### src/sv/dps_pkg.sv
`timescale 1ns / 1ps
// Shared types, register map and lane helpers for the delta prefix-sum decoder.
// No dependencies.
package dps_pkg;

    localparam int WORD_W  = 64;
    localparam int BYTES_W = 8;
    localparam int APB_AW  = 3;
    localparam int APB_DW  = 32;

    // register index as decoded from paddr[2]
    localparam logic REG_LANE_SIZE = 1'b0;

    typedef enum logic [1:0] {
        LANE_1B,
        LANE_2B,
        LANE_4B,
        LANE_8B
    } lane_size_t;

    typedef struct packed {
        logic [WORD_W-1:0] data;
        lane_size_t        code;
        logic              first;
        logic              last;
    } stage_t;

    // true where byte idx opens a new lane
    function automatic logic lane_start(input lane_size_t code, input logic [2:0] idx);
        logic r;
        begin
            unique case (code)
                LANE_1B: r = 1'b1;
                LANE_2B: r = (idx[0] == 1'b0);
                LANE_4B: r = (idx[1:0] == 2'b00);
                LANE_8B: r = (idx == 3'd0);
                default: r = 1'b1;
            endcase
            return r;
        end
    endfunction

    // top lane of a word, zero-extended
    function automatic logic [WORD_W-1:0] last_lane(input logic [WORD_W-1:0] w,
                                                    input lane_size_t code);
        logic [WORD_W-1:0] r;
        begin
            unique case (code)
                LANE_1B: r = {56'd0, w[63:56]};
                LANE_2B: r = {48'd0, w[63:48]};
                LANE_4B: r = {32'd0, w[63:32]};
                LANE_8B: r = w;
                default: r = w;
            endcase
            return r;
        end
    endfunction

endpackage

### src/sv/dps_in_if.sv
`timescale 1ns / 1ps
// Input channel: one delta word per beat with block framing flags.
// No dependencies.
interface dps_in_if;
    logic        valid;
    logic        ready;
    logic [63:0] delta_word;
    logic        first_word;
    logic        last_word;

    modport source (output valid, output delta_word, output first_word,
                    output last_word, input ready);
    modport sink   (input valid, input delta_word, input first_word,
                    input last_word, output ready);
endinterface

### src/sv/dps_out_if.sv
`timescale 1ns / 1ps
// Output channel: one reconstructed value word per beat.
// No dependencies.
interface dps_out_if;
    logic        valid;
    logic        ready;
    logic [63:0] value_word;
    logic        end_of_block;

    modport source (output valid, output value_word, output end_of_block,
                    input ready);
    modport sink   (input valid, input value_word, input end_of_block,
                    output ready);
endinterface

### src/sv/dps_seg_add.sv
`timescale 1ns / 1ps
// Segmented 64-bit adder: eight byte lanes, carry cut at element boundaries.
// Depends on dps_pkg.
module dps_seg_add
    import dps_pkg::*;
(
    input  logic [WORD_W-1:0] a,
    input  logic [WORD_W-1:0] b,
    input  lane_size_t        code,
    output logic [WORD_W-1:0] sum
);

    logic [BYTES_W:0] carry;

    assign carry[0] = 1'b0;

    for (genvar i = 0; i < BYTES_W; i++) begin : g_byte
        logic       cin;
        logic [8:0] s9;

        assign cin = lane_start(code, 3'(i)) ? 1'b0 : carry[i];
        assign s9  = {1'b0, a[8*i +: 8]} + {1'b0, b[8*i +: 8]} + {8'd0, cin};
        assign sum[8*i +: 8] = s9[7:0];
        assign carry[i+1]    = s9[8];
    end

endmodule

### src/sv/dps_scan_level.sv
`timescale 1ns / 1ps
// One registered step of the in-word prefix scan: each element adds the one
// 2^LEVEL elements below it. Depends on dps_pkg and dps_seg_add.
module dps_scan_level
    import dps_pkg::*;
#(
    parameter int LEVEL = 0
)
(
    input  logic   clk,
    input  logic   rst_n,
    input  logic   up_valid,
    output logic   up_ready,
    input  stage_t up_data,
    output logic   dn_valid,
    input  logic   dn_ready,
    output stage_t dn_data
);

    localparam logic [2:0] LEVEL_W = 3'(LEVEL);

    logic              valid_reg;
    logic              valid_next;
    stage_t            data_reg;
    logic [2:0]        step_sel;
    logic [WORD_W-1:0] shifted;
    logic [WORD_W-1:0] scanned;

    // distance in bytes is 2^(LEVEL + code); past the word the step is idle
    always_comb
    begin
        step_sel = {1'b0, up_data.code} + LEVEL_W;
        case (step_sel)
            3'd0:    shifted = up_data.data << 8;
            3'd1:    shifted = up_data.data << 16;
            3'd2:    shifted = up_data.data << 32;
            default: shifted = '0;
        endcase
    end

    dps_seg_add u_add (
        .a    (up_data.data),
        .b    (shifted),
        .code (up_data.code),
        .sum  (scanned)
    );

    assign up_ready   = !valid_reg || dn_ready;
    assign valid_next = up_ready ? up_valid : valid_reg;

    always_ff @(posedge clk or negedge rst_n)
    begin
        if (!rst_n)
        begin
            valid_reg <= 1'b0;
        end
        else
        begin
            valid_reg <= valid_next;
        end
    end

    always_ff @(posedge clk)
    begin
        if (up_valid && up_ready)
        begin
            data_reg.data  <= scanned;
            data_reg.code  <= up_data.code;
            data_reg.first <= up_data.first;
            data_reg.last  <= up_data.last;
        end
    end

    assign dn_valid = valid_reg;
    assign dn_data  = data_reg;

endmodule

### src/sv/dps_merge.sv
`timescale 1ns / 1ps
// Merge stage: adds the running total to every lane, keeps the top lane as the
// new total and holds the output word. Depends on dps_pkg and dps_seg_add.
module dps_merge
    import dps_pkg::*;
(
    input  logic              clk,
    input  logic              rst_n,
    input  logic              up_valid,
    output logic              up_ready,
    input  stage_t            up_data,
    output logic              load,
    output logic [WORD_W-1:0] total,
    output logic              out_valid,
    input  logic              out_ready,
    output logic [WORD_W-1:0] value_word,
    output logic              end_of_block
);

    logic              valid_reg;
    logic              valid_next;
    logic [WORD_W-1:0] total_reg;
    logic [WORD_W-1:0] total_next;
    logic [WORD_W-1:0] value_reg;
    logic              eob_reg;
    logic [WORD_W-1:0] seed;
    logic [WORD_W-1:0] bcast;
    logic [WORD_W-1:0] merged;

    assign seed = up_data.first ? '0 : total_reg;

    // low bits of the total copied into every lane
    always_comb
    begin
        unique case (up_data.code)
            LANE_1B: bcast = {8{seed[7:0]}};
            LANE_2B: bcast = {4{seed[15:0]}};
            LANE_4B: bcast = {2{seed[31:0]}};
            LANE_8B: bcast = seed;
            default: bcast = seed;
        endcase
    end

    dps_seg_add u_add (
        .a    (up_data.data),
        .b    (bcast),
        .code (up_data.code),
        .sum  (merged)
    );

    assign up_ready   = !valid_reg || out_ready;
    assign load       = up_valid && up_ready;
    assign valid_next = up_ready ? up_valid : valid_reg;
    assign total_next = load ? last_lane(merged, up_data.code) : total_reg;

    always_ff @(posedge clk or negedge rst_n)
    begin
        if (!rst_n)
        begin
            valid_reg <= 1'b0;
            total_reg <= '0;
        end
        else
        begin
            valid_reg <= valid_next;
            total_reg <= total_next;
        end
    end

    always_ff @(posedge clk)
    begin
        if (load)
        begin
            value_reg <= merged;
            eob_reg   <= up_data.last;
        end
    end

    assign total        = total_reg;
    assign out_valid    = valid_reg;
    assign value_word   = value_reg;
    assign end_of_block = eob_reg;

endmodule

### src/sv/delta_prefix_sum_decoder.sv
`timescale 1ns / 1ps
// Delta prefix-sum decoder, top level.
// delta_in takes one 64-bit word of little-endian deltas per beat, with
// first_word (clear the running total first) and last_word (passed through
// as end_of_block). value_out gives one reconstructed word per input beat,
// in order, with the same lane layout.
// The APB port holds lane_size_code at address 0 (1, 2, 4 or 8 byte lanes);
// write it only while no beat is in flight. pready is tied high.
// Three registered scan steps build prefix sums inside the word, then the
// merge stage adds the running total to every lane. Throughput is one word
// per cycle while the receiver keeps value_out ready; the only loop is the
// single 64-bit running-total add in the merge stage.
// Each stage holds its beat while the stage after it is full, so a stalled
// receiver fills the pipeline; input ready drops once all four stages hold
// a beat. Reset empties the pipeline, zeroes the running total and sets
// byte lanes.
// Depends on dps_pkg, dps_in_if, dps_out_if, dps_scan_level, dps_merge.
module delta_prefix_sum_decoder
    import dps_pkg::*;
(
    input  logic              clk,
    input  logic              rst_n,
    input  logic              psel,
    input  logic              penable,
    input  logic              pwrite,
    input  logic [APB_AW-1:0] paddr,
    input  logic [APB_DW-1:0] pwdata,
    output logic [APB_DW-1:0] prdata,
    output logic              pready,
    dps_in_if.sink            delta_in,
    dps_out_if.source         value_out
);

    lane_size_t        lane_size_reg;
    lane_size_t        lane_size_next;
    logic              cfg_wr;
    stage_t            s0_data;
    stage_t            s1_data;
    stage_t            s2_data;
    stage_t            s3_data;
    logic              s1_valid;
    logic              s2_valid;
    logic              s3_valid;
    logic              s1_ready;
    logic              s2_ready;
    logic              s3_ready;
    logic              mg_load;
    logic [WORD_W-1:0] mg_total;

    // configuration
    assign pready = 1'b1;
    assign cfg_wr = psel && penable && pwrite && (paddr[2] == REG_LANE_SIZE);
    assign lane_size_next = cfg_wr ? lane_size_t'(pwdata[1:0]) : lane_size_reg;
    assign prdata = (paddr[2] == REG_LANE_SIZE) ? {30'd0, lane_size_reg} : '0;

    always_ff @(posedge clk or negedge rst_n)
    begin
        if (!rst_n)
        begin
            lane_size_reg <= LANE_1B;
        end
        else
        begin
            lane_size_reg <= lane_size_next;
        end
    end

    assign s0_data.data  = delta_in.delta_word;
    assign s0_data.code  = lane_size_reg;
    assign s0_data.first = delta_in.first_word;
    assign s0_data.last  = delta_in.last_word;

    dps_scan_level #(.LEVEL(0)) u_scan0 (
        .clk      (clk),
        .rst_n    (rst_n),
        .up_valid (delta_in.valid),
        .up_ready (delta_in.ready),
        .up_data  (s0_data),
        .dn_valid (s1_valid),
        .dn_ready (s1_ready),
        .dn_data  (s1_data)
    );

    dps_scan_level #(.LEVEL(1)) u_scan1 (
        .clk      (clk),
        .rst_n    (rst_n),
        .up_valid (s1_valid),
        .up_ready (s1_ready),
        .up_data  (s1_data),
        .dn_valid (s2_valid),
        .dn_ready (s2_ready),
        .dn_data  (s2_data)
    );

    dps_scan_level #(.LEVEL(2)) u_scan2 (
        .clk      (clk),
        .rst_n    (rst_n),
        .up_valid (s2_valid),
        .up_ready (s2_ready),
        .up_data  (s2_data),
        .dn_valid (s3_valid),
        .dn_ready (s3_ready),
        .dn_data  (s3_data)
    );

    dps_merge u_merge (
        .clk          (clk),
        .rst_n        (rst_n),
        .up_valid     (s3_valid),
        .up_ready     (s3_ready),
        .up_data      (s3_data),
        .load         (mg_load),
        .total        (mg_total),
        .out_valid    (value_out.valid),
        .out_ready    (value_out.ready),
        .value_word   (value_out.value_word),
        .end_of_block (value_out.end_of_block)
    );

    // running total tracks the top lane of the word just loaded
    a_total_is_top_lane: assert property (@(posedge clk) disable iff (!rst_n)
        mg_load |=> (mg_total == last_lane(value_out.value_word, $past(s3_data.code))))
        else $error("running total differs from top lane of last result");

    // a first word is decoded against a zero total
    a_first_word_zero_seed: assert property (@(posedge clk) disable iff (!rst_n)
        (mg_load && s3_data.first) |=> (value_out.value_word == $past(s3_data.data)))
        else $error("first word not decoded from zero total");

    a_valid_from_pipe: assert property (@(posedge clk) disable iff (!rst_n)
        $rose(value_out.valid) |-> $past(s3_valid))
        else $error("output valid without a beat in the last scan stage");

endmodule

### src/flat_wrapper.sv
// flat-port wrapper written by rule: the top's interface ports become plain ports
module delta_prefix_sum_decoder_flat import dps_pkg::*;
  (clk, rst_n, psel, penable, pwrite, paddr, pwdata, prdata, pready, delta_in_valid, delta_in_delta_word, delta_in_first_word, delta_in_last_word, delta_in_ready, value_out_valid, value_out_value_word, value_out_end_of_block, value_out_ready);
  dps_in_if delta_in_i ();
  dps_out_if value_out_i ();
  input  logic clk;
  input  logic rst_n;
  input  logic psel;
  input  logic penable;
  input  logic pwrite;
  input  logic [APB_AW-1:0] paddr;
  input  logic [APB_DW-1:0] pwdata;
  output logic [APB_DW-1:0] prdata;
  output logic pready;
  input wire logic [$bits(delta_in_i.valid)-1:0] delta_in_valid;
  input wire logic [$bits(delta_in_i.delta_word)-1:0] delta_in_delta_word;
  input wire logic [$bits(delta_in_i.first_word)-1:0] delta_in_first_word;
  input wire logic [$bits(delta_in_i.last_word)-1:0] delta_in_last_word;
  output wire logic [$bits(delta_in_i.ready)-1:0] delta_in_ready;
  output wire logic [$bits(value_out_i.valid)-1:0] value_out_valid;
  output wire logic [$bits(value_out_i.value_word)-1:0] value_out_value_word;
  output wire logic [$bits(value_out_i.end_of_block)-1:0] value_out_end_of_block;
  input wire logic [$bits(value_out_i.ready)-1:0] value_out_ready;
  assign delta_in_i.valid = delta_in_valid;
  assign delta_in_i.delta_word = delta_in_delta_word;
  assign delta_in_i.first_word = delta_in_first_word;
  assign delta_in_i.last_word = delta_in_last_word;
  assign delta_in_ready = delta_in_i.ready;
  assign value_out_valid = value_out_i.valid;
  assign value_out_value_word = value_out_i.value_word;
  assign value_out_end_of_block = value_out_i.end_of_block;
  assign value_out_i.ready = value_out_ready;
  delta_prefix_sum_decoder u_core (.clk(clk), .rst_n(rst_n), .psel(psel), .penable(penable), .pwrite(pwrite), .paddr(paddr), .pwdata(pwdata), .prdata(prdata), .pready(pready), .delta_in(delta_in_i), .value_out(value_out_i));
endmodule
### config.mk
export PLATFORM = sky130hd
export DESIGN_NAME = delta_prefix_sum_decoder_flat
export DESIGN_NICKNAME = d
export VERILOG_FILES = /design/src/sv/dps_pkg.sv /design/src/sv/dps_in_if.sv /design/src/sv/dps_out_if.sv /design/src/sv/dps_seg_add.sv /design/src/sv/dps_scan_level.sv /design/src/sv/dps_merge.sv /design/src/sv/delta_prefix_sum_decoder.sv /design/src/flat_wrapper.sv
export SDC_FILE = /design/constraint.sdc
export NUM_CORES = 1
export LEC_CHECK = 0
export ABC_AREA = 0
export BUFFER_PORTS_ARGS = -buffer_cell sky130_fd_sc_hd__clkbuf_2
export CORE_AREA = 5 5 220 222
export CTS_CLUSTER_DIAMETER = 80
export DETAILED_ROUTE_END_ITERATION = 8
export DIE_AREA = 0 0 225 227
export PLACE_DENSITY_LB_ADDON = 0.08
export SKIP_CTS_REPAIR_TIMING = 1
export SLEW_MARGIN = 20
export SYNTH_ARGS = -nofsm -noshare
export SYNTH_HDL_FRONTEND = slang
export SYNTH_HIERARCHICAL = 1
export SYNTH_SLANG_ARGS = --single-unit
### constraint.sdc
create_clock -name clk -period 39.1 [get_ports clk]
set_input_delay 1.955 -clock clk [delete_from_list [all_inputs] [get_ports clk]]
set_output_delay 1.955 -clock clk [all_outputs]
set_load 0.02 [all_outputs]
Yosys cells after proc, flatten, opt, wreduce, memory -nomap -nowiden
Cells that the tools add are included.
- flip-flop bits (word level): 339
- bits in latches: 0
- RAM bits: 0
- memory bits (read-only): 0
- input bits: 108
- word-level logic and storage cells: 184
- memories: 0
- $add $sub $neg: 62
- multipliers: 0
- div/mod/pow operators: 0
- magnitude comparators: 0
- eq/ne operators: 16
- shift-type cells: 0
- multiplexer cells: 47
- bitwise logic cells: 1
- reductions and logical operators: 38
- operator list (kind ; count):
    $pmux W64 S3 ; 3
    $pmux W64 S4 ; 2
    $add A8 B8 Y9 ; 28
    $add A9 B1 Y9 ; 24
    $mux W64 ; 1
    $add A8 B1 Y8 ; 4
    $add A8 B8 Y8 ; 4
    $mux W1 ; 28
    $pmux W1 S2 ; 12
    $reduce_or A3 Y1 ; 8
    $eq A2 B2 Y1 const B ; 8
    $reduce_or A2 Y1 ; 8
    $logic_not A3 Y1 ; 3
    $eq A2 B1 Y1 const B ; 4
    $logic_not A2 Y1 ; 4
    $logic_and A1 B1 Y1 ; 7
    $eq A3 B1 Y1 const B ; 2
    $eq A3 B2 Y1 const B ; 2
    $logic_not A1 Y1 ; 4
    $logic_or A1 B1 Y1 ; 4
    $add A2 B1 Y3 const B ; 1
    $add A2 B2 Y3 const B ; 1
    $mux W2 ; 1
    $not A1 Y1 ; 1

Longest topological paths before layout
- word-level depth: 18
- gate-level depth with buffers: 62
- gate-level depth less buffers: 60

Hierarchy
Netlist, hierarchy kept.
- modules (own cells, without submodules) (module ; instances ; cells each ; area each (um2) ; seq. area each (um2)):
    dps_merge ; 1 ; 552 ; 6505.0 ; 3578.4
    dps_seg_add at u_core.u_scan0.u_add ... ; 2 ; 272 ; 2333.5 ; 0.0
    dps_scan_level at u_core.u_scan0 ; 1 ; 220 ; 3200.6 ; 2067.0
    dps_scan_level at u_core.u_scan1 ; 1 ; 163 ; 2748.9 ; 2067.0
    dps_seg_add at u_core.u_scan2.u_add ; 1 ; 274 ; 2381.0 ; 0.0
    dps_scan_level at u_core.u_scan2 ; 1 ; 109 ; 2334.7 ; 2067.0
    dps_seg_add at u_core.u_merge.u_add ; 1 ; 262 ; 2314.7 ; 0.0
    delta_prefix_sum_decoder ; 1 ; 40 ; 361.6 ; 50.0

Worst setup path before layout
Ideal clock, no wire load.
- path kind: register to register
- from: register u_core.u_scan2.data_reg, in the netlist u_core/u_scan2/dn_data[1]
- to: register u_core.u_merge.total_reg[6], in the netlist u_core/u_merge/total[6]
- setup time: 0.125 ns
- arrival: 13.962 ns
- data required time: 38.975 ns
- slack: 25.013 ns
- stages on the path, launching flop included: 62
- period minus slack after synthesis: 14.087 ns
- path through: edfxtp_1 > clkbuf_1 > clkbuf_1 > nor2b_1 > ha_1 > fa_1 > a21o_1 > a21oi_2 > o21bai_1 > or2_1 > a41o_1 > fa_1 > fa_1 > a21o_1 > a21oi_1 > o21bai_1 > o211ai_1 > a21boi_0 > (+26 left out) > o211ai_1 > a21boi_0 > fa_1 > fa_1 > a21o_1 > a21oi_2 > o21bai_1 > or2_1 > a41o_1 > fa_1 > fa_1 > a21o_1 > a21oi_1 > o21bai_1 > a21oi_1 > xnor2_1 > mux4_2 > mux2_4
- longest elaborated chain between the ends: 18
- elaborated cells on any way between the ends: 25
- ends and longest elaborated chain (item ; RTL line ; text):
    from (decl) ; dps_scan_level.sv:24 ; stage_t data_reg;
    $mux W64 ; dps_merge.sv:30 ; assign seed = up_data.first ? '0 : total_reg;
    $pmux W64 S4 ; dps_merge.sv:35 ; unique case (up_data.code)
    named net u_core.u_merge.bcast[0] ; dps_merge.sv:27 ; logic [WORD_W-1:0] bcast;
    $add A8 B8 Y9 ; dps_seg_add.sv:22 ; assign s9 = {1'b0, a[8*i +: 8]} + {1'b0, b[8*i +: 8]} + {8'd0, cin};
    $mux W1 ; dps_seg_add.sv:21 ; assign cin = lane_start(code, 3'(i)) ? 1'b0 : carry[i];
    $add A9 B1 Y9 ; dps_seg_add.sv:22 ;
    $mux W1 ; dps_seg_add.sv:21 ;
    $add A9 B1 Y9 ; dps_seg_add.sv:22 ;
    (+4 left out) ; - ;
    $mux W1 ; dps_seg_add.sv:21 ;
    $add A9 B1 Y9 ; dps_seg_add.sv:22 ;
    $mux W1 ; dps_seg_add.sv:21 ;
    $add A9 B1 Y9 ; dps_seg_add.sv:22 ;
    $mux W1 ; dps_seg_add.sv:21 ;
    $add A8 B1 Y8 ; dps_seg_add.sv:22 ;
    named net u_core.u_merge.merged[62] ; dps_merge.sv:28 ; logic [WORD_W-1:0] merged;
    $pmux W64 S4 ; dps_pkg.sv:48 ; unique case (code)
    to (signal assigned) ; dps_merge.sv:66 ; total_reg <= total_next;
    to (decl) ; dps_merge.sv:22 ; logic [WORD_W-1:0] total_reg;
The timed path passes the listed nets, and every way through them passes these cells. The select of a mux whose other input is x is not followed.
A chain may end at the register's enable or synchronous reset.

Final worst setup path
Same ends and word-level chain as after synthesis.

==> summary.txt <==
Timing
  • Hold Vio Cnt, Final: 0
  • F_max: 59.96 MHz
  • Setup violators final: 0
  • Skew final: 0.02479 ns
  • Setup TNS: 0 ns
  • Crit share post-route: 42.65%
  • Slew @ Worst Pin: 1.110 ns
  • Fin crit period: 16.68 ns
  • RSZ-0062 raised after global routing: false
  • Max_slew headroom: 25.98%
  • Max-slew violations: 0
  • Fin worst setup slack: 22.42 ns

GRT
  • Total grt overflow: 0
  • Vias in the first global route: 17,050
  • Total track usage: 23.98%
  • Largest net degree at the start of global routing: 95
  • Initial antenna violation count: 0
  • First-pass GRT wire length: 95,360 um

Worst setup path
  • Worst path depth: 60
  • Max stage delay on crit path: 0.57 ns
  • Worst setup SP type: flip-flop
  • Reg2reg path depth: 60
  • Worst Path Required: 39.55 ns
  • Slowest CP cell: buf_4
  • R2R Path End: u_core/u_merge/total[6]
  • R2r startpoint: u_core/u_scan2/dn_data[1]
  • Top delay family on crit path: adder cells
  • Critical-path maximum fanout: 63
  • Most common cell on crit path: fa_1
  • CP arrival: 17.12 ns
  • R2R Setup Slk: 22.42 ns
  • Kind of critical path: flip-flop to flip-flop
  • Critical Path Sink Type: flip-flop
  • CP Buf/Inv Count: 1

Pwr
  • P per Cell Area: 77.85 nW/um2
  • Total power: 2.101 mW
  • VDD IR max: 0.06203 mV
  • Static leakage: 11.81 nW

Clocking
  • Worst-path clk slew: 0.06 ns
  • Total number of H-tree levels: 2
  • Clk root buf: clkbuf_16
  • CTS Buf Count: 39
  • Clk Latency, worst-skew pair: 0.56 ns
  • CTS tree: yes
  • Num Clock Sinks: 339
  • Clock tree buffer depth: 3

Placed design
  • Final Wtd Congestion: 0.9584
  • Dpl ws: 22.72 ns
  • DP Area: 25,710 um2
  • Post-DP HPWL: 47,240 um
  • Port buffer count: 144

Logic synthesis
  • Yosys top cell area share: 32.95%
  • Post-synth EDFFs: 269
  • Area contributors post-synth: edfxtp_1 33%, ha_1 11%, dfrtp_1 7.1%
  • Synth warn: 6
  • Syn Std Cell Area: 24,510 um2
  • Synth async-reset ratio: 20.65%
  • Cells after Synth: 2,164
  • Yosys top cell by area: edfxtp_1
  • #FFs+latches synth: 339
  • Sequential share of the synthesized area: 40.10%
  • Post-Syn Area per Cell: 11.33 um2
  • Post-synth cell types: 63
  • Commonest register cell after synthesis: edfxtp_1

Route
  • WL per Instance: 20.77 um
  • ANT nets after route: 0
  • Via density: 5.748
  • Routed WL: 61,930 um
  • Routed via count: 17,140
  • DRC: 0
  • Initial DRC Count: 1,233
  • First drt pass iteration count: 6

Status
  • Status: completed

Finish
  • Post-layout util: 58.46%
  • Finished Cell Area: 26,990 um2
  • Share of cells above drive strength 1: 14.15%
  • Net count, final: 2,736
  • Ant diodes: 0
  • Syn-to-layout area delta: 10.09%

Hold path
  • WHS Endpoint: u_core/u_scan1/dn_data[1]
  • Hold Path Stages: 0
  • Hold_sp: u_core/u_scan0/dn_data[1]
  • HP Class: flip-flop to flip-flop

Job
  • Max Cap Viol: 0

Die
  • Initial Util: 53.10%
  • Die extent in x: 225 um
  • Die area: 51,080 um2
  • Die H: 227 um
  • Row Count: 79
  • Core area: 46,160 um2
  • Top-level I/O count: 208
==> how the worst max path moves through the flow <==
stage | from | to | slack [ns]
CTS | u_core/u_scan2/dn_data[1] | u_core/u_merge/total[6] | 22.65
floorplan | u_core/u_scan2/dn_data[1] | u_core/u_merge/total[6] | 25.01
global route | u_core/u_scan2/dn_data[1] | u_core/u_merge/total[6] | 21.96
finish | u_core/u_scan2/dn_data[1] | u_core/u_merge/total[6] | 22.42
global placement | u_core/u_scan2/dn_data[1] | u_core/u_merge/total[6] | 22.80
detailed placement | u_core/u_scan2/dn_data[1] | u_core/u_merge/total[6] | 22.72
==> per-layer routing <==
metal,GRT usage (%),vias up,share of wire (%)
li1,-,8255,-
met1,30.54,8263,41
met2,41.37,514,49
met3,3.894,103,5.5
met4,9.271,0,3.9
met5,0,-,0
==> through the flow <==
stage,hold WS [ns],instances
floorplan,0.4003,2253
global placement,0.4012,2910
detailed placement,0.4054,2910
CTS,0.4021,2981
global route,0.4219,2981
finish,0.3998,2981
==> cell usage in the layout, fill, tap and decap left out, drive strengths merged, types with 32 or more instances in the layout <==
cell type / instances
o21ai: 105
edfxtp: 269
xor2: 51
inv: 84
ha: 224
a21o: 95
a211oi: 56
a21oi: 178
nor2b: 41
and2: 61
dfrtp: 70
mux2: 35
clkbuf: 193
nor2: 143
conb: 94
fa: 60
mux2i: 97
xnor2: 136
o21bai: 53
nand4: 32
==> logic make-up after synthesis <==
logic type               Yosys count  synth area share [%]
AO/OA/AOI/OAI                    624                 16.93
XOR/XNOR                         187                 6.681
adder cells (fa/ha/maj)          284                 16.33
buffers and inverters            197                 4.476
flip-flops                       339                 40.10
multiplexers                     147                 7.130
other                              5               0.07657
AND/OR/NAND/NOR                  381                 8.279
==> synthesized netlist by cell type, drive strengths merged, types with 2 or more instances <==
cell type	number
inv	82
o22ai	13
and4	2
a41o	10
a31oi	19
a22oi	8
nor2b	41
o31ai	2
o2111a	2
nor2	143
a31o	16
nand3	9
clkbuf	33
dfrtp	70
ha	224
mux2i	97
and2	61
a211oi	56
edfxtp	269
a21boi	19
fa	60
o211ai	7
xor2	51
o21ai	105
xnor2	136
a22o	2
nand3b	27
o21ba	2
mux2	35
o2bb2ai	8
o21bai	53
nand4	32
nor3	9
conb	5
nand2b	11
o21a	27
or2	15
nand2	27
mux4	15
a21o	95
and2b	3
a21oi	178
buf	82
==> power by group <==
| part | switching (mW) | total, mW | internal, mW | leakage [nW] |
|---|---|---|---|---|
| logic | 0.605 | 1.04 | 0.439 | 7.68 |
| registers | 0.0947 | 0.697 | 0.602 | 3.50 |
| clock network | 0.146 | 0.360 | 0.214 | 0.625 |
| total | 0.845 | 2.10 | 1.26 | 11.8 |
==> area by class of cell <==
type | count | area, um2
Fill cell | 3894 | 19170
Tap cell | 607 | 759.5
Sequential cell | 339 | 9834
Multi-Input combinational cell | 1717 | 13930
Clock inverter | 21 | 202.7
Clock buffer | 50 | 1069
Timing Repair Buffer | 165 | 884.6
Inverter | 82 | 307.8
No activity file was read; power rests on OpenSTA's default activity.
